File: src/design/cfwm_pkg.sv
`timescale 1ns / 1ps
// ----------------------------------------------------------------------------
// Card frame whitelist matcher - shared package
// Constants, the parser-to-matcher queue entry and the header byte lookup.
// ----------------------------------------------------------------------------
package cfwm_pkg;

   // Defaults for the top-level parameters
   localparam int TABLE_DEPTH_DEF = 8;
   localparam int PAYLOAD_LEN_DEF = 16;

   // Frame layout
   localparam int          HDR_LEN      = 5;
   localparam int          ID_BYTES     = 8;
   localparam logic [7:0]  DOOR_OPEN    = 8'h01;
   localparam logic [3:0]  MAX_ENT_RST  = 4'd2;
   localparam int          QUEUE_DEPTH  = 2;

   // Entry passed from the parser to the matcher.
   // is_door = 1: data[7:0] is a new door state; else data is a card id.
   typedef struct packed {
      logic        is_door;
      logic [63:0] data;
   } qentry_type;

   // Expected header byte for a given header stage
   function automatic logic [7:0] hdr_byte(input logic [2:0] stage);
      logic [7:0] val;
      unique case (stage)
         3'd0:    val = 8'h0A;
         3'd1:    val = 8'h41;
         3'd2:    val = 8'h31;
         3'd3:    val = 8'h46;
         3'd4:    val = 8'h30;
         default: val = 8'h00;
      endcase
      return val;
   endfunction

endpackage

File: src/design/cfwm_ram.sv
`timescale 1ns / 1ps
// ----------------------------------------------------------------------------
// Generic RAM
// One write port, one read port with registered read data.
// ----------------------------------------------------------------------------
module cfwm_ram #(
   parameter int WIDTH  = 64,
   parameter int DEPTH  = 8,
   parameter int ADDR_W = (DEPTH > 1) ? $clog2(DEPTH) : 1
) (
   input  logic              clock,
   input  logic              wr_en,
   input  logic [ADDR_W-1:0] wr_addr,
   input  logic [WIDTH-1:0]  wr_data,
   input  logic              rd_en,
   input  logic [ADDR_W-1:0] rd_addr,
   output logic [WIDTH-1:0]  rd_data
);

   logic [WIDTH-1:0] mem_ff [DEPTH];
   logic [WIDTH-1:0] rd_data_ff;

   always_ff @(posedge clock) begin
      if (wr_en) begin
         mem_ff[wr_addr] <= wr_data;
      end
      if (rd_en) begin
         rd_data_ff <= mem_ff[rd_addr];
      end
   end

   assign rd_data = rd_data_ff;

endmodule

File: src/design/cfwm_front.sv
`timescale 1ns / 1ps
// ----------------------------------------------------------------------------
// Card frame parser
// Tracks the header, collects payload bytes, builds the card id and pushes
// frame ids and door writes into the queue in arrival order.
// ----------------------------------------------------------------------------
module cfwm_front #(
   parameter int PAYLOAD_LEN = cfwm_pkg::PAYLOAD_LEN_DEF
) (
   input  logic                 clock,
   input  logic                 reset,
   input  logic                 req_tvalid,
   output logic                 req_tready,
   input  logic [15:0]          req_tdata,
   input  logic                 req_tuser,
   output logic                 push_valid,
   input  logic                 push_ready,
   output cfwm_pkg::qentry_type push_entry
);
   import cfwm_pkg::*;

   localparam int BC_W = $clog2(PAYLOAD_LEN + 1);

   logic [2:0]      stage_ff, stage_in;
   logic [BC_W-1:0] count_ff, count_in;
   logic [7:0]      payload_ff [ID_BYTES];
   logic [7:0]      payload_in [ID_BYTES];
   logic            accept;
   logic            in_payload;
   logic            last_byte;
   logic [7:0]      rx_byte;
   logic [7:0]      door_value;
   logic [63:0]     card_id;

   assign rx_byte    = req_tdata[7:0];
   assign door_value = req_tdata[15:8];
   assign req_tready = push_ready;
   assign accept     = req_tvalid && req_tready;
   assign in_payload = (stage_ff == 3'(HDR_LEN));
   assign last_byte  = in_payload && (count_ff == BC_W'(PAYLOAD_LEN - 1));

   // Payload capture with bypass so the id sees the byte taken this cycle
   always_comb begin
      for (int i = 0; i < ID_BYTES; i++) begin
         payload_in[i] = payload_ff[i];
         if (accept && !req_tuser && in_payload && (count_ff == BC_W'(i))) begin
            payload_in[i] = rx_byte;
         end
      end
   end

   // Pairwise reorder: bytes 6,7,4,5,2,3,0,1, first one highest
   assign card_id = {payload_in[6], payload_in[7], payload_in[4], payload_in[5],
                     payload_in[2], payload_in[3], payload_in[0], payload_in[1]};

   // Header and byte count tracking
   always_comb begin
      stage_in = stage_ff;
      count_in = count_ff;
      if (accept && !req_tuser) begin
         if (!in_payload) begin
            if (rx_byte == hdr_byte(stage_ff)) begin
               stage_in = stage_ff + 3'd1;
            end else begin
               stage_in = '0;
               count_in = '0;
            end
         end else if (last_byte) begin
            stage_in = '0;
            count_in = '0;
         end else begin
            count_in = count_ff + BC_W'(1);
         end
      end
   end

   // Queue push: door writes and completed frames
   always_comb begin
      push_valid         = 1'b0;
      push_entry.is_door = req_tuser;
      push_entry.data    = card_id;
      if (req_tuser) begin
         push_entry.data = {56'd0, door_value};
      end
      if (req_tvalid && (req_tuser || last_byte)) begin
         push_valid = 1'b1;
      end
   end

   always_ff @(posedge clock) begin
      if (reset) begin
         stage_ff <= '0;
         count_ff <= '0;
      end else begin
         stage_ff <= stage_in;
         count_ff <= count_in;
      end
   end

   always_ff @(posedge clock) begin
      for (int i = 0; i < ID_BYTES; i++) begin
         payload_ff[i] <= payload_in[i];
      end
   end

endmodule

File: src/design/cfwm_queue.sv
`timescale 1ns / 1ps
// ----------------------------------------------------------------------------
// Parser-to-matcher queue
// Short register FIFO that decouples the parser from the table scan.
// ----------------------------------------------------------------------------
module cfwm_queue (
   input  logic                 clock,
   input  logic                 reset,
   input  logic                 push_valid,
   output logic                 push_ready,
   input  cfwm_pkg::qentry_type push_entry,
   output logic                 pop_valid,
   input  logic                 pop_ready,
   output cfwm_pkg::qentry_type pop_entry
);
   import cfwm_pkg::*;

   localparam int PTR_W = (QUEUE_DEPTH > 1) ? $clog2(QUEUE_DEPTH) : 1;
   localparam int CNT_W = $clog2(QUEUE_DEPTH + 1);

   qentry_type       slot_ff [QUEUE_DEPTH];
   logic [PTR_W-1:0] wr_ptr_ff, wr_ptr_in;
   logic [PTR_W-1:0] rd_ptr_ff, rd_ptr_in;
   logic [CNT_W-1:0] fill_ff, fill_in;
   logic             do_push;
   logic             do_pop;

   assign push_ready = (fill_ff != CNT_W'(QUEUE_DEPTH));
   assign pop_valid  = (fill_ff != '0);
   assign pop_entry  = slot_ff[rd_ptr_ff];
   assign do_push    = push_valid && push_ready;
   assign do_pop     = pop_valid && pop_ready;

   // Pointer and fill bookkeeping
   always_comb begin
      wr_ptr_in = wr_ptr_ff;
      rd_ptr_in = rd_ptr_ff;
      fill_in   = fill_ff;
      if (do_push) begin
         wr_ptr_in = (wr_ptr_ff == PTR_W'(QUEUE_DEPTH - 1)) ? '0 : wr_ptr_ff + PTR_W'(1);
      end
      if (do_pop) begin
         rd_ptr_in = (rd_ptr_ff == PTR_W'(QUEUE_DEPTH - 1)) ? '0 : rd_ptr_ff + PTR_W'(1);
      end
      if (do_push && !do_pop) begin
         fill_in = fill_ff + CNT_W'(1);
      end else if (do_pop && !do_push) begin
         fill_in = fill_ff - CNT_W'(1);
      end
   end

   always_ff @(posedge clock) begin
      if (reset) begin
         wr_ptr_ff <= '0;
         rd_ptr_ff <= '0;
         fill_ff   <= '0;
      end else begin
         wr_ptr_ff <= wr_ptr_in;
         rd_ptr_ff <= rd_ptr_in;
         fill_ff   <= fill_in;
      end
   end

   always_ff @(posedge clock) begin
      if (do_push) begin
         slot_ff[wr_ptr_ff] <= push_entry;
      end
   end

endmodule

File: src/design/cfwm_back.sv
`timescale 1ns / 1ps
// ----------------------------------------------------------------------------
// Whitelist matcher
// Scans the id table one entry at a time, enrolls unknown ids while
// there is room, keeps the door register and drives the result register.
// ----------------------------------------------------------------------------
module cfwm_back #(
   parameter int TABLE_DEPTH = cfwm_pkg::TABLE_DEPTH_DEF
) (
   input  logic                 clock,
   input  logic                 reset,
   input  logic                 csr_wr_en,
   input  logic [3:0]           csr_wr_data,
   input  logic                 pop_valid,
   output logic                 pop_ready,
   input  cfwm_pkg::qentry_type pop_entry,
   output logic                 rsp_tvalid,
   input  logic                 rsp_tready,
   output logic [71:0]          rsp_tdata,
   output logic [1:0]           rsp_tuser
);
   import cfwm_pkg::*;

   localparam int ADDR_W = (TABLE_DEPTH > 1) ? $clog2(TABLE_DEPTH) : 1;
   localparam int CNT_W  = $clog2(TABLE_DEPTH + 1);
   localparam int CMP_W  = (CNT_W > 4) ? CNT_W : 4;
   localparam int SAT    = (TABLE_DEPTH > 15) ? 15 : TABLE_DEPTH;

   localparam logic [1:0] ST_IDLE = 2'd0;
   localparam logic [1:0] ST_READ = 2'd1;
   localparam logic [1:0] ST_CMP  = 2'd2;
   localparam logic [1:0] ST_DONE = 2'd3;

   logic [1:0]        state_ff, state_in;
   logic [3:0]        max_ff, max_in;
   logic [CNT_W-1:0]  entries_ff, entries_in;
   logic [7:0]        door_ff, door_in;
   logic [ADDR_W-1:0] idx_ff, idx_in;
   logic [63:0]       id_ff, id_in;
   logic              known_ff, known_in;
   logic              rsp_valid_ff, rsp_valid_in;
   logic [71:0]       rsp_data_ff, rsp_data_in;
   logic [1:0]        rsp_user_ff, rsp_user_in;
   logic              out_free;
   logic              has_room;
   logic              enroll;
   logic              ram_rd_en;
   logic [63:0]       ram_rd_data;

   assign out_free = !rsp_valid_ff || rsp_tready;
   assign has_room = (CMP_W'(entries_ff) < CMP_W'(max_ff))
                  && (entries_ff < CNT_W'(TABLE_DEPTH));
   assign enroll   = (state_ff == ST_DONE) && out_free && !known_ff && has_room;
   assign ram_rd_en = (state_ff == ST_READ);

   // Limit register, saturated at the table depth or 15, whichever is smaller
   always_comb begin
      max_in = max_ff;
      if (csr_wr_en) begin
         max_in = (csr_wr_data >= 4'(SAT)) ? 4'(SAT) : csr_wr_data;
      end
   end

   // Scan sequencer
   always_comb begin
      state_in     = state_ff;
      entries_in   = entries_ff;
      door_in      = door_ff;
      idx_in       = idx_ff;
      id_in        = id_ff;
      known_in     = known_ff;
      rsp_valid_in = rsp_valid_ff;
      rsp_data_in  = rsp_data_ff;
      rsp_user_in  = rsp_user_ff;
      pop_ready    = 1'b0;
      if (rsp_tready) begin
         rsp_valid_in = 1'b0;
      end
      unique case (state_ff)
         ST_IDLE: begin
            pop_ready = 1'b1;
            if (pop_valid) begin
               if (pop_entry.is_door) begin
                  door_in = pop_entry.data[7:0];
               end else begin
                  id_in    = pop_entry.data;
                  known_in = 1'b0;
                  idx_in   = '0;
                  state_in = (entries_ff == '0) ? ST_DONE : ST_READ;
               end
            end
         end
         ST_READ: begin
            state_in = ST_CMP;
         end
         ST_CMP: begin
            if (ram_rd_data == id_ff) begin
               known_in = 1'b1;
            end
            if ((CNT_W'(idx_ff) + CNT_W'(1)) == entries_ff) begin
               state_in = ST_DONE;
            end else begin
               idx_in   = idx_ff + ADDR_W'(1);
               state_in = ST_READ;
            end
         end
         ST_DONE: begin
            if (out_free) begin
               if (known_ff) begin
                  door_in = door_ff | DOOR_OPEN;
               end
               if (enroll) begin
                  entries_in = entries_ff + CNT_W'(1);
               end
               rsp_valid_in = 1'b1;
               rsp_data_in  = {(known_ff ? (door_ff | DOOR_OPEN) : door_ff), id_ff};
               rsp_user_in  = {enroll, known_ff};
               state_in     = ST_IDLE;
            end
         end
         default: begin
            state_in = ST_IDLE;
         end
      endcase
   end

   always_ff @(posedge clock) begin
      if (reset) begin
         state_ff     <= ST_IDLE;
         max_ff       <= MAX_ENT_RST;
         entries_ff   <= '0;
         door_ff      <= '0;
         known_ff     <= 1'b0;
         rsp_valid_ff <= 1'b0;
      end else begin
         state_ff     <= state_in;
         max_ff       <= max_in;
         entries_ff   <= entries_in;
         door_ff      <= door_in;
         known_ff     <= known_in;
         rsp_valid_ff <= rsp_valid_in;
      end
   end

   always_ff @(posedge clock) begin
      idx_ff      <= idx_in;
      id_ff       <= id_in;
      rsp_data_ff <= rsp_data_in;
      rsp_user_ff <= rsp_user_in;
   end

   // Enrolled id table
   cfwm_ram #(
      .WIDTH (64),
      .DEPTH (TABLE_DEPTH)
   ) u_id_table (
      .clock   (clock),
      .wr_en   (enroll),
      .wr_addr (entries_ff[ADDR_W-1:0]),
      .wr_data (id_ff),
      .rd_en   (ram_rd_en),
      .rd_addr (idx_ff),
      .rd_data (ram_rd_data)
   );

   assign rsp_tvalid = rsp_valid_ff;
   assign rsp_tdata  = rsp_data_ff;
   assign rsp_tuser  = rsp_user_ff;

endmodule

File: src/design/card_frame_whitelist_matcher.sv
`timescale 1ns / 1ps
// ----------------------------------------------------------------------------
// Card frame whitelist matcher - top level
// Parses card reader frames, matches the card id against enrolled ids,
// enrolls new ids while there is room and opens the door on a match.
// ----------------------------------------------------------------------------
// Usage:
//  req_*: one transaction per reader byte (tuser = 0) or door write
//   (tuser = 1). A frame is header 0A 41 31 46 30 plus PAYLOAD_LEN bytes.
//  rsp_*: one transaction per completed frame with the card id, known and
//   enrolled flags and the resulting door state. Door writes and partial
//   frames give no transaction.
//  csr_*: writes the enrollment limit (saturated at TABLE_DEPTH, at most 15);
//   write only while the block is idle.
// Timing: the parser takes one byte per cycle while the queue has room. The
//  matcher reads the id table RAM one entry at a time (address, then compare)
//  and then registers the frame result. A frame is at least 5 + PAYLOAD_LEN
//  bytes.
// Stalls: a two-entry queue sits between parser and matcher; with rsp_tready
//  low the result register holds, the matcher waits and req_tready drops once
//  the queue fills. Reset clears the parser, entry count and door; the limit
//  returns to 2. No clearing pass is needed.
// ----------------------------------------------------------------------------
module card_frame_whitelist_matcher #(
   parameter int TABLE_DEPTH = cfwm_pkg::TABLE_DEPTH_DEF,
   parameter int PAYLOAD_LEN = cfwm_pkg::PAYLOAD_LEN_DEF
) (
   input  logic        clock,
   input  logic        reset,
   input  logic        req_tvalid,
   output logic        req_tready,
   input  logic [15:0] req_tdata,   // rx_byte [7:0], door_value [15:8]
   input  logic        req_tuser,   // func
   output logic        rsp_tvalid,
   input  logic        rsp_tready,
   output logic [71:0] rsp_tdata,   // card_id [63:0], door_state [71:64]
   output logic [1:0]  rsp_tuser,   // known [0], enrolled [1]
   input  logic        csr_wr_en,
   input  logic [3:0]  csr_wr_data  // max_entries
);
   import cfwm_pkg::*;

   logic       push_valid;
   logic       push_ready;
   qentry_type push_entry;
   logic       pop_valid;
   logic       pop_ready;
   qentry_type pop_entry;

   cfwm_front #(
      .PAYLOAD_LEN (PAYLOAD_LEN)
   ) u_front (
      .clock      (clock),
      .reset      (reset),
      .req_tvalid (req_tvalid),
      .req_tready (req_tready),
      .req_tdata  (req_tdata),
      .req_tuser  (req_tuser),
      .push_valid (push_valid),
      .push_ready (push_ready),
      .push_entry (push_entry)
   );

   cfwm_queue u_queue (
      .clock      (clock),
      .reset      (reset),
      .push_valid (push_valid),
      .push_ready (push_ready),
      .push_entry (push_entry),
      .pop_valid  (pop_valid),
      .pop_ready  (pop_ready),
      .pop_entry  (pop_entry)
   );

   cfwm_back #(
      .TABLE_DEPTH (TABLE_DEPTH)
   ) u_back (
      .clock       (clock),
      .reset       (reset),
      .csr_wr_en   (csr_wr_en),
      .csr_wr_data (csr_wr_data),
      .pop_valid   (pop_valid),
      .pop_ready   (pop_ready),
      .pop_entry   (pop_entry),
      .rsp_tvalid  (rsp_tvalid),
      .rsp_tready  (rsp_tready),
      .rsp_tdata   (rsp_tdata),
      .rsp_tuser   (rsp_tuser)
   );

endmodule

File: config.mk
export PLATFORM = sky130hd
export DESIGN_NAME = card_frame_whitelist_matcher
export DESIGN_NICKNAME = d
export VERILOG_FILES = /design/src/design/cfwm_pkg.sv /design/src/design/cfwm_ram.sv /design/src/design/cfwm_front.sv /design/src/design/cfwm_queue.sv /design/src/design/cfwm_back.sv /design/src/design/card_frame_whitelist_matcher.sv
export SDC_FILE = /design/constraint.sdc
export NUM_CORES = 1
export LEC_CHECK = 0
export BUFFER_PORTS_ARGS = -buffer_cell sky130_fd_sc_hd__buf_2
export CAP_MARGIN = 10
export CORE_MARGIN = 2
export CORE_UTILIZATION = 56
export CTS_CLUSTER_DIAMETER = 120
export DETAILED_ROUTE_END_ITERATION = 8
export HOLD_SLACK_MARGIN = 0.02
export PLACE_DENSITY_LB_ADDON = 0.12
export SYNTH_ARGS = -nofsm -noshare
export SYNTH_HDL_FRONTEND = slang
export SYNTH_SLANG_ARGS = --single-unit
File: constraint.sdc
create_clock -name clock -period 7.7 [get_ports clock]
set_clock_uncertainty 0.05 [all_clocks]
set_input_delay 1.54 -clock clock [delete_from_list [all_inputs] [get_ports clock]]
set_output_delay 1.54 -clock clock [all_outputs]
set_load 0.05 [all_outputs]
# Word-level counts from Yosys, hierarchy flattened
# Memories as Yosys holds them, arrays and structs flattened. A register that Yosys moved wholly into a read port is not among the register bits.
# Index checks and enable logic that the tools add are counted.
# W data, S select, Z words.
[word_totals]
ff_bits = 173
elab_cells = 157
in_bits = 26
n_memories = 3
out_inout_bits = 76
mem_bits_rw = 706
[op_classes]
magnitude_cmp = 3
n_bitwise = 1
n_reduce_logical = 45
n_addsub = 9
n_mux = 53
eq_ne = 28
[mem_list]
columns = ["name", "words", "width", "read_ports", "rd_ports_with_merged_regs", "write_ports", "line", "source"]
rows = [
  ["u_back.u_id_table.mem_ff", 8, 64, 1, 1, 1, "cfwm_ram.sv:20", "logic [WIDTH-1:0] mem_ff [DEPTH];"],
  ["u_queue.slot_ff", 2, 65, 1, 1, 1, "cfwm_queue.sv:21", "qentry_type slot_ff [QUEUE_DEPTH];"],
  ["u_front.payload_ff", 8, 8, 8, 0, 8, "cfwm_front.sv:26", "logic [7:0] payload_ff [ID_BYTES];"],
]
[ops]
columns = ["operator", "n"]
rows = [
  ["$mux W8", 13],
  ["$eq A64 B64 Y1", 1],
  ["$mux W64", 1],
  ["$pmux W7 S5", 1],
  ["$logic_and A1 B1 Y1", 21],
  ["$eq A5 B3 Y1 const B", 4],
  ["$mux W3", 6],
  ["$mux W1", 17],
  ["$pmux W8 S2", 1],
  ["$mux W5", 3],
  ["$mux W2", 7],
  ["$ne A2 B2 Y1 const B", 6],
  ["$reduce_and A4 Y1", 3],
  ["$eq A5 B2 Y1 const B", 2],
  ["$reduce_and A3 Y1", 3],
  ["$eq A8 B8 Y1", 1],
  ["$pmux W2 S4", 1],
  ["$reduce_bool A2 Y1", 4],
  ["$add A3 B1 Y3 const B", 2],
  ["$eq A3 B2 Y1 const B", 2],
  ["$eq A3 B3 Y1 const B", 2],
  ["$ne A2 B1 Y1 const B", 3],
  ["$pmux W3 S2", 1],
  ["$reduce_and A2 Y1", 3],
  ["other kinds (24)", 31],
]

# Depth between registers and ports, before layout
# Gate-level depths: netlist of run 1.
[logic_depth]
word_depth = 10
mapped_depth = 10
ltp_nobuf = 10

# By module
# From an unflattened synthesis of run 1, not the netlist that was laid out.
[unflattened]
cells_unflattened = 1732
area_unflattened_um2 = 35480.3
[modules_own_cells]
columns = ["module", "area_per_inst_um2", "n_inst", "cells_each", "seq_area_each_um2"]
rows = [
  ["cfwm_ram", 21187.8, 1, 816, 17296.6],
  ["cfwm_back", 6039.5, 1, 379, 4634.4],
  ["cfwm_queue", 4927.2, 1, 226, 4003.8],
  ["cfwm_front", 3325.7, 1, 311, 1441.4],
]

# Worst setup path after synthesis of run 1
# OpenSTA, ideal clock, no wires.
[synth_path]
path_type = "input-to-reg"
from = "in rsp_tready"
to = "mem u_back.u_id_table.mem_ff[4][0] (enable)"
path_buffers = 0
setup_slack_ns = -0.300
required_ns = 7.072
t_arrival_ns = 7.372
setup_ns = 0.578
path_stages = 6
cell_sequence = "nand2b_1 > nand3_1 > or4_1 > a21oi_2 > nand2_1 > nor3b_1"
[synth_via]
elab_chain_cells = 6
[synth_rtl]
columns = ["item", "line", "source"]
rows = [
  ["start, declared", "card_frame_whitelist_matcher.sv:35", "input logic rsp_tready,"],
  ["$logic_or A1 B1 Y1", "cfwm_back.sv:50", "assign out_free = !rsp_valid_ff || rsp_tready;"],
  ["$logic_and A1 B1 Y1 (3 in series)", "cfwm_back.sv:53", "assign enroll = (state_ff == ST_DONE) && out_free && !known_ff && has_room;"],
  ["net u_back.enroll", "cfwm_back.sv:46", "logic enroll;"],
  ["$mux W1", "cfwm_ram.sv:24", "if (wr_en) begin"],
  ["$mux W1 (not written as such)", "cfwm_ram.sv:25", "mem_ff[wr_addr] <= wr_data;"],
  ["end, declared", "cfwm_ram.sv:20", ""],
]
# The timed path passes the listed nets, and every way through them passes these cells.

# Worst setup path in the final report of run 1
[layout_path]
from = "in rsp_tready"
to = "mem u_back.u_id_table.mem_ff[5][40] (enable)"
# The elaborated chain is that of the path after synthesis.

==> impl_results.md, run 1 <==
* Largest net degree at the start of global routing at 96
* Synth Area per Inst at 20.8 µm²
* Fin crit period at 4460 ps
* Drt total wl at 69600 µm
* Via Count at 16100
* Crit path launch type: input pin
* Power Dens Cells at 329 nW/µm²
* Fillers at 4240
* DR pass1 iterations at 5
* Fin nets at 1885
* Post-CTS Resized at 0
* Ys Warns at 0
* Commonest non-fill, non-tap cell in the layout: edfxtp_1
* Slew Limit Fails at 0
* CTS tree: yes
* Initial Util at 56.9%
* Port bufs at 101
* First-pass GRT wire length at 104000 µm
* Top cells by area, synth: edfxtp_1, mux4_2, mux2_2
* H-tree Lvls at 3
* Multi-input gate area at 7550 µm²
* Worst EP arrival at 4670 ps
* Worst-Margin Slew at 1110 ps
* Post-CTS Setup Bufs at 0
* Commonest cells after routing, fill and taps aside: edfxtp_1, mux2_2, mux4_2
* Placed wire-length estimate at 39400 µm
* Crit end category: flip-flop
* RSZ-0062 raised after global routing: false
* Core Area at 61900 µm²
* Final setup viols at 0
* Clk sinks at 944
* EDFF count, synth at 847
* Worst min path class: flip-flop to flip-flop
* Seq. cell area at 27400 µm²
* Final hold vios at 0
* Dominant synthesized flop cell: edfxtp_1
* Post-synthesis sequential area ratio at 77.7%
* Peak supply drop at 0.207 mV
* Final antenna-violating net count at 0
* Register bit total from synthesis at 944
* Starting DRT DRC Count at 1382
* Vias/cell at 5.84
* Distinct cells, synth at 53
* F_max at 224 MHz
* Synthesized area at 35200 µm²
* Die Wd at 255 µm
* Crit path kind: input pin to flip-flop
* Setup TNS at 0 ps
* Gp weighted congestion at 0.762
* Clk Latency, worst-skew pair at 630 ps
* Clock Pin Slew Worst Setup and Hold Paths at 60 ps
* Crit path max fanout at 37
* Post-synth top area share at 72.2%
* Req. time, crit path at 7910 ps
* Total congestion overflow at 0
* Post-synthesis cell count at 1696
* Post-Place Worst Slack at 2540 ps
* Hold buffer count at CTS at 0
* FP Rows at 91
* Top cell type by total area after synthesis: edfxtp_1
* # IOs at 102
* Area growth from synthesis to layout at 12.3%
* Layout cell share with drive strength beyond 1 at 31.3%
* Worst Slack Setup Final at 3240 ps
* Leak pwr at 13.0 nW
* Final worst-path cycle share at 57.9%
* All-Layer GR Usage at 22.0%
* Slew HR at 25.9%
* Outcome: finished, final reports clean
* Longest Clk Path Bufs at 3
* Synth async-reset ratio at 0%
* Vias in the first global route at 16400
* DR DRC count at 0
* Cts bufs inserted at 91
* Routed len/inst at 25.3 µm
* N_diodes at 0
* Max Cap Violations at 0
* Die height at 255 µm
* Root Driver: clkbuf_16
* Syn Nets at 1738
* Initial antenna violation count at 6
* DIE AREA at 64900 µm²
[worst max-delay path: stages]
cell and delay, ps:
buf_2 90, nand2b_1 200, nand3_1 190, or4_1 460
a21oi_2 360, nand2_1 290, nor2_4 840, buf_4 640
[synthesized netlist by cell type, types with 2 or more instances]
| master | number |
|---|---|
| nand3_1 | 11 |
| ha_1 | 16 |
| and2_1 | 6 |
| or2_2 | 2 |
| nand2b_1 | 7 |
| nor3_1 | 8 |
| nor4b_1 | 2 |
| buf_4 | 4 |
| a21o_1 | 4 |
| mux4_2 | 128 |
| mux2i_1 | 12 |
| o21ai_0 | 4 |
| xor2_1 | 54 |
| nand2_1 | 15 |
| nand4_1 | 7 |
| xnor2_1 | 21 |
| buf_2 | 10 |
| nor2b_1 | 59 |
| a41oi_1 | 2 |
| a22oi_1 | 2 |
| a21oi_1 | 13 |
| inv_1 | 21 |
| o221ai_1 | 3 |
| nor3b_1 | 2 |
| nand2_2 | 4 |
| o211ai_1 | 2 |
| dfxtp_1 | 97 |
| and3_1 | 4 |
| edfxtp_1 | 847 |
| nor4_1 | 13 |
| nand3b_1 | 3 |
| clkbuf_1 | 50 |
| mux2_2 | 200 |
| buf_1 | 6 |
| o21bai_1 | 3 |
| nor2_1 | 37 |
[final timing paths]
| kind | start | endpoint | slack [ps] | cells past startpoint |
|---|---|---|---|---|
| worst min-delay path | u_back.door_ff[5] | u_back.rsp_tdata[69] | 390 | 0 |
| worst min register to register | u_back.door_ff[5] | u_back.rsp_tdata[69] | 390 | 0 |
| worst max register to register | u_back.state_ff[1] | u_back.u_id_table.mem_ff[5][40] | 3880 | 6 |
| worst max-delay path | rsp_tready | u_back.u_id_table.mem_ff[5][40] | 3240 | 8 |
[sequential cells by signal (all words and copies together) (netlist names), 2 cells and up, named ones only]
name and cells:
u_back.rsp_tuser 2, u_back.u_id_table.rd_data 64, u_back.idx_ff 3, u_front.count_ff 5, u_back.id_ff 64, u_back.rsp_tdata 72, u_queue.slot_ff 130, u_back.max_ff 4
u_queue.fill_ff 2, u_back.entries_ff 4, u_front.payload_ff 64, u_front.stage_ff 3, u_back.door_ff 8, u_back.state_ff 2, u_back.u_id_table.mem_ff 512
[stage by stage]
step                      util [%]  hold slack, ps  total power [mW]  instances  cell area (µm²)
after CTS                     63.9             388              13.2       2752            39600
final                         63.9             386              13.0       2752            39600
after floorplan                  -             352              8.26       1696            35200
after global routing          63.9             400              13.5       2752            39600
after global placement        59.3             371              8.96       2587            36700
after detailed placement      59.3             368              9.01       2587            36700
[cell type report]
cell class / count / area share (%)
Multi-Input combinational cell: 661 / 19.1
Tap cell: 837 / 2.65
Clock buffer: 127 / 6.52
Sequential cell: 944 / 69.2
Inverter: 21 / 0.206
Clock inverter: 38 / 0.585
Timing Repair Buffer: 124 / 1.75
[per-layer routing]
layer	GRT usage, %	wire [µm]
met2	34.3	33000
met3	3.53	4260
met1	32.7	30800
met4	6.55	1570
met5	0	0
[power breakdown]
| group | switching, mW | leakage [nW] | internal [mW] |
|---|---|---|---|
| Sequential | 0.361 | 8.46 | 6.22 |
| Combinational | 1.23 | 3.17 | 1.05 |
| Clock | 1.78 | 1.38 | 2.39 |
| Total | 3.37 | 13.0 | 9.66 |
[kinds of logic after synthesis]
kind of cell	share of synthesized area [%]
xor+xnor	1.87
simple gates	2.89
mux	14.9
compound gates	0.963
buf+inv	1.05
flops	77.7
fa+ha+maj	0.568
Power figures use the tool's default switching activity.
==> run 2, diff against run 1 <==
--- a/config.mk
+++ b/config.mk
@@ -8,7 +8,7 @@
 export BUFFER_PORTS_ARGS = -buffer_cell sky130_fd_sc_hd__buf_2
 export CAP_MARGIN = 10
 export CORE_MARGIN = 2
-export CORE_UTILIZATION = 56
+export CORE_UTILIZATION = 60
 export CTS_CLUSTER_DIAMETER = 120
 export DETAILED_ROUTE_END_ITERATION = 8
 export HOLD_SLACK_MARGIN = 0.02
==> constraint.sdc (replaced) <==
create_clock -name clock -period 4.4 [get_ports clock]
set_clock_uncertainty 0.05 [all_clocks]
set_input_delay 0.88 -clock clock [delete_from_list [all_inputs] [get_ports clock]]
set_output_delay 0.88 -clock clock [all_outputs]
set_load 0.05 [all_outputs]
==> run 2 against run 1 <==
  * Design area grew 1.1%
  * Via count is essentially flat
  * Sequential power grew 76%
  * Register-to-register slack lost 2700 ps
  * Critical path type is now flip-flop to flip-flop
  * Largest power group unchanged
  * Highest routed layer unchanged
==> impl_results.md, run 2 (synthesized netlist as in run 1, its figures left out) <==
* Outcome: finished, final reports clean
* Fin crit period at 3260 ps
* Worst EP arrival at 3490 ps
* Final setup viols at 0
* Peak supply drop at 0.517 mV
* Gp weighted congestion at 0.840
* Worst Slack Setup Final at 1140 ps
* Clk sinks at 944
* Worst-Margin Slew at 950 ps
* Post-CTS Setup Bufs at 0
* DR pass1 iterations at 5
* Die height at 246 µm
* Clk network pwr share at 34.0%
* Core Area at 57900 µm²
* R2r setup slk at 1140 ps
* Die Wd at 246 µm
* Fillers at 3678
* Post-route design area at 40000 µm²
* Crit path buffers/inverters at 1
* Final worst-path cycle share at 74.1%
* Largest net degree at the start of global routing at 131
* Post-CTS Resized at 0
* Starting DRT DRC Count at 1553
* CTS tree: yes
* Crit path max fanout at 21
* N_diodes at 0
* Setup TNS at 0 ps
* Clock Pin Slew Worst Setup and Hold Paths at 60 ps
* Crit end category: flip-flop
* Initial Util at 60.8%
* Placed inst area at 36900 µm²
* Max Cap Violations at 0
* H-tree Lvls at 3
* DR DRC count at 0
* Delay-heaviest family, CP: flip-flops
* Commonest non-fill, non-tap cell in the layout: edfxtp_1
* F_max at 307 MHz
* Max incr delay on CP at 770 ps
* Slew Limit Fails at 0
* Vias in the first global route at 16500
* Slew HR at 36.4%
* Layout cell share with drive strength beyond 1 at 32.8%
* Leak pwr at 13.2 nW
* Longest Clk Path Bufs at 3
* Post-Place Worst Slack at 660 ps
* Root Driver: clkbuf_16
* Vias/cell at 5.97
* Commonest cells after routing, fill and taps aside: edfxtp_1, mux2_2, mux4_2
* Final antenna-violating net count at 0
* Final Power at 23.6 mW
* Via Count at 16100
* Hold buffer count at CTS at 0
* Total congestion overflow at 0
* Req. time, crit path at 4630 ps
* Fin nets at 1892
* Sw Ratio at 25.8%
* Drt total wl at 69900 µm
* # IOs at 102
* FP Rows at 88
* Routed len/inst at 26.0 µm
* Largest register FFs at 512
* Register ranked first by flip-flop count: u_back.u_id_table.mem_ff
* Slowest cell on crit path: dfxtp_1
* Psw at 6.08 mW
* Clk Latency, worst-skew pair at 640 ps
* Placed wire-length estimate at 41000 µm
* All-Layer GR Usage at 23.8%
* Final hold vios at 0
* Comb power frac at 17.0%
* Initial antenna violation count at 3
* Cts bufs inserted at 91
* DIE AREA at 60600 µm²
* Port bufs at 101
* Area growth from synthesis to layout at 13.6%
* First-pass GRT wire length at 105000 µm
* Power Dens Cells at 590 nW/µm²
* Crit path kind: flip-flop to flip-flop
* Worst min path class: flip-flop to flip-flop
* Reg power frac at 49.0%
* Internal at 17.5 mW
* Crit path launch type: flip-flop
* RSZ-0062 raised after global routing: false
* Crit-path cells: ha_1, a21o_1, a21oi_2, nand2_1, nor3_4, buf_4
-- run 2: cell count changes in the layout (fill, tap and decap cells not counted), sizes merged --
cell	change
clkinv	+5
clkinvlp	+1
bufinv	+10
clkbuf	-11
buf	+7
-- run 2: worst paths after layout --
kind / cells after the start / start / to
setup / recovery: 6 / u_back.entries_ff[2] / u_back.u_id_table.mem_ff[2][44]
hold / removal: 0 / u_back.door_ff[7] / u_back.rsp_tdata[71]
setup reg to reg: 6 / u_back.entries_ff[2] / u_back.u_id_table.mem_ff[2][44]
hold reg to reg: 0 / u_back.door_ff[7] / u_back.rsp_tdata[71]
-- run 2: final cells by class --
class                           instances  area [µm²]  area share (%)
Inverter                               21        81.3           0.203
Clock inverter                         54         612            1.53
Clock buffer                          116        2520            6.31
Multi-Input combinational cell        661        7580            18.9
Timing Repair Buffer                  131         868            2.17
Tap cell                              765         957            2.39
Sequential cell                       944       27400            68.4
-- run 2: metal layers --
| layer | GRT usage, % | up-vias | routed length, µm |
|---|---|---|---|
| met3 | 3.56 | 84 | 4080 |
| met1 | 34.9 | 8460 | 30500 |
| met4 | 6.41 | 0 | 1270 |
| met2 | 38.0 | 484 | 34000 |
| li1 | - | 7055 | - |
| met5 | 0 | - | 0 |
-- run 2: stage by stage --
step	hold WS [ps]	std cells	util, %
floorplan	352	1696	-
global placement	371	2522	63.6
detailed placement	369	2522	63.6
CTS	387	2692	69.1
global route	389	2692	69.1
finish	381	2692	69.1
-- run 2: power groups by stage --
stage	sequential (mW)	combinational (mW)	clock, mW
floorplan	11.5	2.89	0
global placement	11.7	4.04	0
detailed placement	11.7	4.08	0
CTS	11.6	4.10	8.17
global route	11.6	4.31	8.52
finish	11.6	4.01	8.04
